===== src/sv/dol_ram.sv =====
// Generic single-port-write, registered-read RAM.
module dol_ram #(
  parameter int WIDTH = 8,
  parameter int DEPTH = 16
) (
  input  logic                     clk,
  input  logic                     we,
  input  logic [$clog2(DEPTH)-1:0] waddr,
  input  logic [WIDTH-1:0]         wdata,
  input  logic [$clog2(DEPTH)-1:0] raddr,
  output logic [WIDTH-1:0]         rdata
);

  logic [WIDTH-1:0] store [DEPTH];

  // Write on enable, read every cycle into the output register
  always_ff @(posedge clk) begin
    if (we) begin
      store[waddr] <= wdata;
    end
    rdata <= store[raddr];
  end

endmodule


===== config.mk =====
export PLATFORM = sky130hd
export DESIGN_NAME = dol_ram
export DESIGN_NICKNAME = d
export VERILOG_FILES = /design/src/sv/dol_ram.sv
export SDC_FILE = /design/constraint.sdc
export NUM_CORES = 1
export LEC_CHECK = 0
export BUFFER_PORTS_ARGS = -buffer_cell sky130_fd_sc_hd__buf_2
export CORE_MARGIN = 1.5
export CORE_UTILIZATION = 60
export CTS_CLUSTER_SIZE = 40
export DETAILED_ROUTE_END_ITERATION = 6
export HOLD_SLACK_MARGIN = 0.02
export PLACE_DENSITY_LB_ADDON = 0.3
export SYNTH_ARGS = -nofsm -noshare
export SYNTH_HDL_FRONTEND = slang
export SYNTH_SLANG_ARGS = --single-unit

===== constraint.sdc =====
create_clock -name clk -period 2.26 [get_ports clk]
set_input_delay 0.339 -clock clk [delete_from_list [all_inputs] [get_ports clk]]
set_output_delay 0.339 -clock clk [all_outputs]
set_load 0.02 [all_outputs]

==> metrics.md <==
| Metric | Value |
|---|---|
| Num ports | `26` |
| Die Y | `95.6 um` |
| Post-Syn Area | `5150 um^2` |
| Hold EP | `store[10][0]` |
| Nets | `303` |
| Sequential fraction of the synthesis area | `0.778` |
| Clk pin slew, worst setup/hold paths | `0.06 ns` |
| Tmin final | `1.41 ns` |
| Ys Warns | `0` |
| Dpl cells | `371` |
| DP HPWL | `6160 um` |
| Post-Layout Cell Count | `403` |
| Final WL | `9840 um` |
| Htree depth | `4` |
| Vias | `2496` |
| Post-CTS Setup Repair Bufs | `0` |
| Clk Latency, worst-skew pair | `0.51 ns` |
| Num rows | `33` |
| Worst-case clock skew | `0.0137 ns` |
| Final setup fails | `0` |
| Clock sinks | `136` |
| Hold path startpoint | `wdata[0]` |
| Die area | `9140 um^2` |
| # resized after CTS | `0` |
| Gpl congestion | `0.743` |
| Std-Cell Core Area | `8260 um^2` |
| Post-synthesis average cell area | `22.5 um^2` |
| Total global routing overflow | `0` |
| Required @ worst endpoint | `2.65 ns` |
| Path depth of the worst reg2reg path | `3` |
| Total iterations of the first detailed-routing run | `4` |
| Max-cap violations | `0` |
| Iteration-0 DRC Markers | `330` |
| First-pass GRT wire length | `15000 um` |
| Total negative setup slack | `0 ns` |
| Port Buf Inserts | `25` |
| WHS | `0.210 ns` |
| Ys async rst share | `0` |
| TritonCTS buffer count | `17` |
| Largest net degree at the start of global routing | `33` |
| Post-synthesis instance total | `229` |
| Inserted Diodes | `0` |
| Bufs on Longest Clock Path | `2` |
| CTS tree | `built` |
| Crit path capture type | `flip-flop` |
| Die width | `95.6 um` |
| Pins over their slew limit | `0` |
| Final ANT Viol Nets | `0` |
| VDD IR max | `0.561 mV` |
| Fin. Hold Viols | `0` |
| Slew HR | `0.620` |
| Tcrit/Tclk final | `0.622` |
| GR Util All Layers | `0.248` |
| Critical path fanouts, max | `1` |
| Leak | `2.09 nW` |
| Achievable Freq | `711 MHz` |
| Routed vias/inst | `6.19` |
| Ratio of cells with drive above 1 in the final layout | `0.312` |
| R2r setup slk | `0.85 ns` |
| Hold Crit Class | `in2reg` |
| Wirelength per Cell | `24.4 um` |
| P&R area growth vs syn | `17.8%` |
| Unrepaired setup endpoints after global routing | `no` |
| CP startpoint kind | `flip-flop` |
| Share of the synthesized area in the top cell type | `0.747` |
| Post-synth EDFFs | `128` |
| Distinct cells, synth | `19` |
| Top_reg_cell synth | `edfxtp_1` |
| # DRC | `0` |
| Synth area leaders | `edfxtp_1 75%, mux4_2 7.9%, mux4_1 7.1%, dfxtp_1 3.1%, a22oi_1 2.3%` |
| Slew of the pin with the lowest slew margin | `0.567 ns` |
| Hold-fix buffers, CTS | `0` |
| Crit Reg-Reg Startpoint | `store[5][3]` |
| CP arrival | `1.80 ns` |
| Initial core utilization | `0.623` |
| Status | `finished clean` |
| Cell area power density | `935 nW/um^2` |
| Initial antenna violation count | `0` |
| RR Endpoint | `rdata[3]` |
| Top cells by count, synth | `128 x edfxtp_1, 18 x mux4_2, 16 x a22oi_1, 14 x mux4_1, 13 x nor2_1` |
| Yosys top cell by area | `edfxtp_1` |
| Root buf cell | `clkbuf_8` |
| Worst Hold Depth | `1` |
| Synthesized Nets | `247` |
| Fillers | `472` |
| #FFs+latches synth | `136` |
| Vias in the first global route | `2569` |
| Cell with the most instances after synthesis | `edfxtp_1` |
| Critical path class | `reg2reg` |
## final cells by class
type / count / area (um^2) / share of cell area
multi-input cells: 83 / 1060 / 0.174
well taps: 105 / 131 / 0.0217
flip-flops and latches: 136 / 4000 / 0.660
clock buffers: 24 / 460 / 0.0759
repair buffers: 47 / 315 / 0.0520
clock inverters: 8 / 97.6 / 0.0161
## worst max-delay path, stage by stage, from the launching register on
cell	delay, ns
edfxtp_1	0.40
mux4_1	0.56
a22oi_1	0.25
nand2_1	0.10
## state kept, by name, indices dropped and copies added, names as in the netlist
name and count:
store 128, rdata 8
## power breakdown
group | internal [mW] | total [mW] | switching [mW]
clock | 1.62 | 2.56 | 0.935
sequential | 2.82 | 2.84 | 0.0162
combinational | 0.115 | 0.281 | 0.167
total | 4.56 | 5.67 | 1.12
## cell usage in the layout, fill, tap and decap left out, types with 5 or more instances in the layout
| master | instances |
|---|---|
| edfxtp_1 | 128 |
| clkbuf_16 | 16 |
| nand2_1 | 9 |
| dfxtp_1 | 8 |
| clkbuf_1 | 5 |
| mux4_2 | 18 |
| nor2_1 | 13 |
| mux4_1 | 14 |
| buf_4 | 20 |
| a22oi_1 | 16 |
| buf_2 | 25 |
## through the flow
stage	power [mW]	utilization	worst slack, ns	instance area, um^2
6_report	5.67	0.735	0.854	6070
3_3_place_gp	3.15	0.667	0.498	5510
3_5_place_dp	3.17	0.667	0.459	5510
2_1_floorplan	3.05	-	0.428	5150
4_1_cts	5.71	0.735	0.875	6070
5_1_grt	5.85	0.735	0.805	6070
## worst max-delay path by stage
stage | from | end | slack (ns) | cells past startpoint
2_1_floorplan | waddr[2] | store[0][0] | 0.43 | 2
3_3_place_gp | raddr[0] | rdata[1] | 0.50 | 5
3_5_place_dp | raddr[0] | rdata[3] | 0.46 | 5
4_1_cts | store[5][3] | rdata[3] | 0.88 | 3
5_1_grt | store[5][3] | rdata[3] | 0.80 | 3
6_report | store[5][3] | rdata[3] | 0.85 | 3
## logic make-up after synthesis
logic type             count (synthesis)  share of synthesized area
and+or+nand+nor                       35                     0.0318
buffers and inverters                 10                     0.0168
muxes                                 32                      0.150
DFF                                  136                      0.778
AOI/OAI and AO/OA                     16                     0.0233
## metal layers
layer  wire length, um  GRT usage
met1              3920      0.335
met2              5030      0.382
met3               707     0.0622
met4               184      0.118
met5                 0          0
No activity file was read; power rests on OpenSTA's default activity.
