File: src/sv/dol_pkg.sv
// Shared constants, codes and item types for the draw-order insertion list.
package dol_pkg;

  localparam int CAPACITY   = 64;
  localparam int COORD_BITS = 16;
  localparam int ADDR_W     = $clog2(CAPACITY);
  localparam int CNT_W      = $clog2(CAPACITY + 1);
  localparam int EXT_W      = COORD_BITS + 2;

  // Operation codes
  localparam logic [1:0] OP_INSERT = 2'd0;
  localparam logic [1:0] OP_CLEAR  = 2'd1;
  localparam logic [1:0] OP_READ   = 2'd2;
  localparam logic [1:0] OP_DRAIN  = 2'd3;

  // Result status codes
  localparam logic [1:0] ST_OK    = 2'd0;
  localparam logic [1:0] ST_FULL  = 2'd1;
  localparam logic [1:0] ST_RANGE = 2'd2;

  typedef struct packed {
    logic [1:0]         opcode;
    logic [15:0]        obj_handle;
    logic signed [15:0] pos_x;
    logic signed [15:0] pos_y;
    logic [7:0]         foot_width;
    logic [7:0]         foot_height;
    logic [5:0]         entry_index;
  } cmd_t;

  typedef struct packed {
    logic [1:0]  status;
    logic [15:0] out_handle;
    logic [6:0]  entry_count;
    logic        last;
  } rsp_t;

  typedef struct packed {
    logic [15:0]           handle;
    logic [COORD_BITS-1:0] x;
    logic [COORD_BITS-1:0] y;
    logic [7:0]            w;
    logic [7:0]            h;
  } entry_t;

  localparam int ENTRY_W = $bits(entry_t);

endpackage

File: src/sv/dol_order_cmp.sv
// Draw-order test: does the new object go before a stored entry.
module dol_order_cmp (
  input  dol_pkg::entry_t fresh,
  input  dol_pkg::entry_t held,
  output logic            precede
);
  import dol_pkg::*;

  localparam logic signed [EXT_W-1:0] ONE = EXT_W'(1);

  logic signed [EXT_W-1:0] nx, ny, nw, nh, ox, oy, ow, oh;
  logic                    x_apart, y_apart;

  // Sign-extend coordinates, zero-extend footprint sizes
  always_comb begin
    nx = signed'({{2{fresh.x[COORD_BITS-1]}}, fresh.x});
    ny = signed'({{2{fresh.y[COORD_BITS-1]}}, fresh.y});
    ox = signed'({{2{held.x[COORD_BITS-1]}}, held.x});
    oy = signed'({{2{held.y[COORD_BITS-1]}}, held.y});
    nw = signed'({{(EXT_W-8){1'b0}}, fresh.w});
    nh = signed'({{(EXT_W-8){1'b0}}, fresh.h});
    ow = signed'({{(EXT_W-8){1'b0}}, held.w});
    oh = signed'({{(EXT_W-8){1'b0}}, held.h});
  end

  // Footprints span from pos - size + 1 up to pos on each axis
  assign x_apart = (nx - nw + ONE > ox) || (ox - ow + ONE > nx);
  assign y_apart = (ny - nh + ONE > oy) || (oy - oh + ONE > ny);

  // Pick the ordering rule by overlap
  always_comb begin
    if (!x_apart) begin
      precede = (ny < oy);
    end else if (!y_apart) begin
      precede = (nx < ox);
    end else begin
      precede = ((nx + ny) < (ox + oy));
    end
  end

endmodule

File: config.mk
export PLATFORM = sky130hd
export DESIGN_NAME = dol_order_cmp
export DESIGN_NICKNAME = d
export VERILOG_FILES = /design/src/sv/dol_pkg.sv /design/src/sv/dol_order_cmp.sv
export SDC_FILE = /design/constraint.sdc
export NUM_CORES = 1
export LEC_CHECK = 0
export BUFFER_PORTS_ARGS = -buffer_cell sky130_fd_sc_hd__buf_2
export CORE_ASPECT_RATIO = 0.5
export CORE_MARGIN = 4
export CORE_UTILIZATION = 45
export DETAILED_ROUTE_END_ITERATION = 16
export MAX_ROUTING_LAYER = met4
export PLACE_DENSITY = 0.65
export SLEW_MARGIN = 10
export SYNTH_ARGS = -nofsm -noshare
export SYNTH_HDL_FRONTEND = slang
export SYNTH_SLANG_ARGS = --single-unit
File: constraint.sdc
create_clock -name vclk -period 13
set_input_delay 1.3 -clock vclk [all_inputs]
set_output_delay 1.3 -clock vclk [all_outputs]
set_load 0.02 [all_outputs]
==> metrics.txt <==
# TYPE chip_impl_metric gauge
chip_impl_metric{name="report.power.total",unit="mW"} 0.441
chip_impl_metric{name="grt_antenna_before_repair",unit=""} 0
chip_impl_metric{name="cts_setup_buffers",unit=""} 0
chip_impl_info{name="synthMostInstantiatedCell",value="ha_1"} 1
chip_impl_metric{name="dr_total_vias",unit=""} 6812
chip_impl_metric{name="seqCellArea",unit="sq um"} 0
chip_impl_metric{name="crit_path_max_fanout",unit=""} 4
chip_impl_metric{name="timing_worst_slew_pin_value",unit="ns"} 0.602
chip_impl_info{name="synth_commonest_cells",value="ha_1, inv_1, a21oi_1, nor2_1, xnor2_1"} 1
chip_impl_metric{name="dp.final_hpwl",unit="um"} 17000
chip_impl_info{name="yosys-top-cells-area",value="ha_1, inv_1, xnor2_1, a21oi_1, nor2_1"} 1
chip_impl_metric{name="floorplan.die.width",unit="um"} 186
chip_impl_metric{name="pin_count_of_the_biggest_net_entering_global_routing",unit=""} 7
chip_impl_info{name="worstSetupPathType",value="in -> out"} 1
chip_impl_metric{name="drt_first_iter_violations",unit=""} 191
chip_impl_metric{name="place.port_buffers",unit=""} 97
chip_impl_metric{name="final_layout_size_suffix_gt1_frac",unit=""} 0.113
chip_impl_metric{name="netlist_instances",unit=""} 935
chip_impl_metric{name="critPathRequiredTime",unit="ns"} 11.70
chip_impl_metric{name="clock_buffers",unit=""} 0
chip_impl_metric{name="fill_cells",unit=""} 1523
chip_impl_metric{name="synth_area_per_cell",unit="sq um"} 7.59
chip_impl_metric{name="placeableCoreArea",unit="sq mm"} 0.0154
chip_impl_metric{name="number_of_rows_created_at_floorplan",unit=""} 32
chip_impl_info{name="rsz0062_at_grt",value="no"} 1
chip_impl_metric{name="detail_route.drc_violations",unit=""} 0
chip_impl_metric{name="post_syn_nets",unit=""} 1311
chip_impl_metric{name="grt_pass1_vias",unit=""} 6722
chip_impl_metric{name="relSlewSlack",unit=""} 0.588
chip_impl_metric{name="worst_ir_drop_vdd",unit="uV"} 13.6
chip_impl_metric{name="setup-violations-final",unit=""} 0
chip_impl_metric{name="report.final.slew_viol_count",unit=""} 0
chip_impl_metric{name="yosysUniqueCellTypes",unit=""} 56
chip_impl_metric{name="fp.dieArea",unit="sq mm"} 0.0180
chip_impl_metric{name="pwr_density_cell",unit="mW/mm^2"} 56.2
chip_impl_metric{name="die_h",unit="um"} 96.8
chip_impl_metric{name="gr-total-overflow",unit=""} 0
chip_impl_metric{name="leakage",unit="nW"} 4.36
chip_impl_metric{name="fraction_of_the_core_area_covered_by_cells_at_the_end_of_the_flow",unit=""} 0.509
chip_impl_info{name="worstSetupEndpoint",value="precede"} 1
chip_impl_metric{name="dpl.cell_count",unit=""} 1236
chip_impl_metric{name="fin_setup_tns",unit="ns"} 0
chip_impl_metric{name="layout-area-overhead-vs-synth",unit="%"} 10.4
chip_impl_metric{name="instances_no_fill",unit=""} 1236
chip_impl_metric{name="cts_resized",unit=""} 0
chip_impl_metric{name="synth_top_area_share",unit=""} 0.427
chip_impl_metric{name="finalCritPeriodShare",unit=""} 0.576
chip_impl_metric{name="fin_crit",unit="ns"} 7.49
chip_impl_metric{name="ys.warnings.count",unit=""} 0
chip_impl_info{name="timing.critical_path.from",value="held[17]"} 1
chip_impl_metric{name="firstDrtPassIters",unit=""} 4
chip_impl_metric{name="drt.antenna.violating_nets",unit=""} 0
chip_impl_metric{name="groute.usage.overall",unit=""} 0.206
chip_impl_metric{name="design.seq.count",unit=""} 0
chip_impl_metric{name="multi_input_area",unit="sq mm"} 0.00656
chip_impl_metric{name="postRouteWirelength",unit="um"} 18400
chip_impl_metric{name="grt_first_pass_wirelength",unit="um"} 30500
chip_impl_metric{name="timing.max_cap.violations",unit=""} 0
chip_impl_metric{name="final_net_count",unit=""} 1410
chip_impl_metric{name="insertedDiodeCount",unit=""} 0
chip_impl_metric{name="fmaxAchievable",unit="MHz"} 133
chip_impl_metric{name="timing_hold_violations_final",unit=""} 0
chip_impl_info{name="status",value="finished clean"} 1
chip_impl_metric{name="synth.yosys.seq_area_share",unit=""} 0
chip_impl_metric{name="wl_per_cell",unit="um"} 14.9
chip_impl_metric{name="floorplan.io_pins",unit=""} 129
chip_impl_metric{name="gp_congestion",unit=""} 0.898
chip_impl_info{name="synth_area_leader_cell",value="ha_1"} 1
chip_impl_info{name="type_of_the_tightest_min_delay_check",value="in -> out"} 1
chip_impl_metric{name="starting_density_of_the_core",unit=""} 0.461
chip_impl_metric{name="detailed_route_vias_per_instance",unit=""} 5.51
chip_impl_metric{name="count_of_hold_buffers_inserted_by_post_cts_repair",unit=""} 0
chip_impl_metric{name="arrival",unit="ns"} 6.19
chip_impl_info{name="endpoint_kind",value="output pin"} 1
chip_impl_metric{name="synthesis.area",unit="sq mm"} 0.00710
chip_impl_info{name="worstSetupStartpointType",value="input pin"} 1
stage by stage:
| step | hold slack [ns] | worst slack [ns] | area, sq um |
|---|---|---|---|
| after floorplan | 3.08 | 6.33 | 7100 |
| after detailed placement | 3.36 | 5.54 | 7840 |
| after global placement | 3.35 | 5.60 | 7840 |
| after global routing | 3.43 | 5.17 | 7840 |
| final | 3.35 | 5.51 | 7840 |
| after CTS | 3.36 | 5.52 | 7840 |
area by class of cell:
| type | count | area share |
|---|---|---|
| multi-input cells | 792 | 0.837 |
| inverters | 143 | 0.0685 |
| repair buffers | 97 | 0.0619 |
| well taps | 204 | 0.0326 |
cell families after synthesis:
logic type      count (synthesis)  synth area share
fa+ha+maj                     248             0.443
xor+xnor                       70            0.0864
buf+inv                       143            0.0756
mux                             5           0.00723
simple gates                  219             0.151
compound gates                250             0.236
placed cells by master, fill, tap and decap left out, drive strengths merged, types with 8 or more instances in the layout:
cell type and count:
buf 97, o21ai 47, inv 143, a21o 28
and3 8, xor2 22, a211oi 9, a21oi 74
nand3 19, nor2b 11, nor2 61, nand4 13
a31oi 12, xnor2 48, nand2 43, nand2b 12
or3 10, nor3 20, o21a 20, ha 242
worst max-delay path, cell delays in order:
cell      delay (ns)
buf_2           0.09
inv_1           0.12
ha_1            0.30
inv_1           0.04
ha_1            0.20
inv_1           0.07
fa_1            0.21
nor2b_1         0.06
o21ai_0         0.26
a21boi_1        0.16
o221a_2         0.30
a211o_1         0.29
a31o_2          0.25
a21o_1          0.20
xor2_1          0.14
ha_1            0.32
nand4_1         0.14
nor4_1          0.47
a211o_1         0.21
mux2_2          0.33
a21oi_1         0.24
mux2i_1         0.22
mux2i_1         0.10
buf_2           0.18
worst min-delay path by stage:
stage | startpoint | end | slack (ns) | cells after the start
final | fresh[31] | precede | 3.35 | 5
after global routing | fresh[31] | precede | 3.43 | 5
after CTS | fresh[31] | precede | 3.36 | 5
after detailed placement | fresh[31] | precede | 3.36 | 5
after global placement | fresh[31] | precede | 3.35 | 5
after floorplan | fresh[30] | precede | 3.08 | 4
metal layers:
metal  track usage  part of all wire  up-vias
li1              -                 -     3599
met1         0.290              0.53     3143
met2         0.349              0.45       62
met3       0.00338             0.018        8
met4        0.0118            0.0061        0
met5             -                 0        -
where the power goes:
group,switching [mW],internal [mW]
Combinational,0.239,0.202
Sequential,0,0
Clock,0,0
Power figures use the tool's default switching activity.
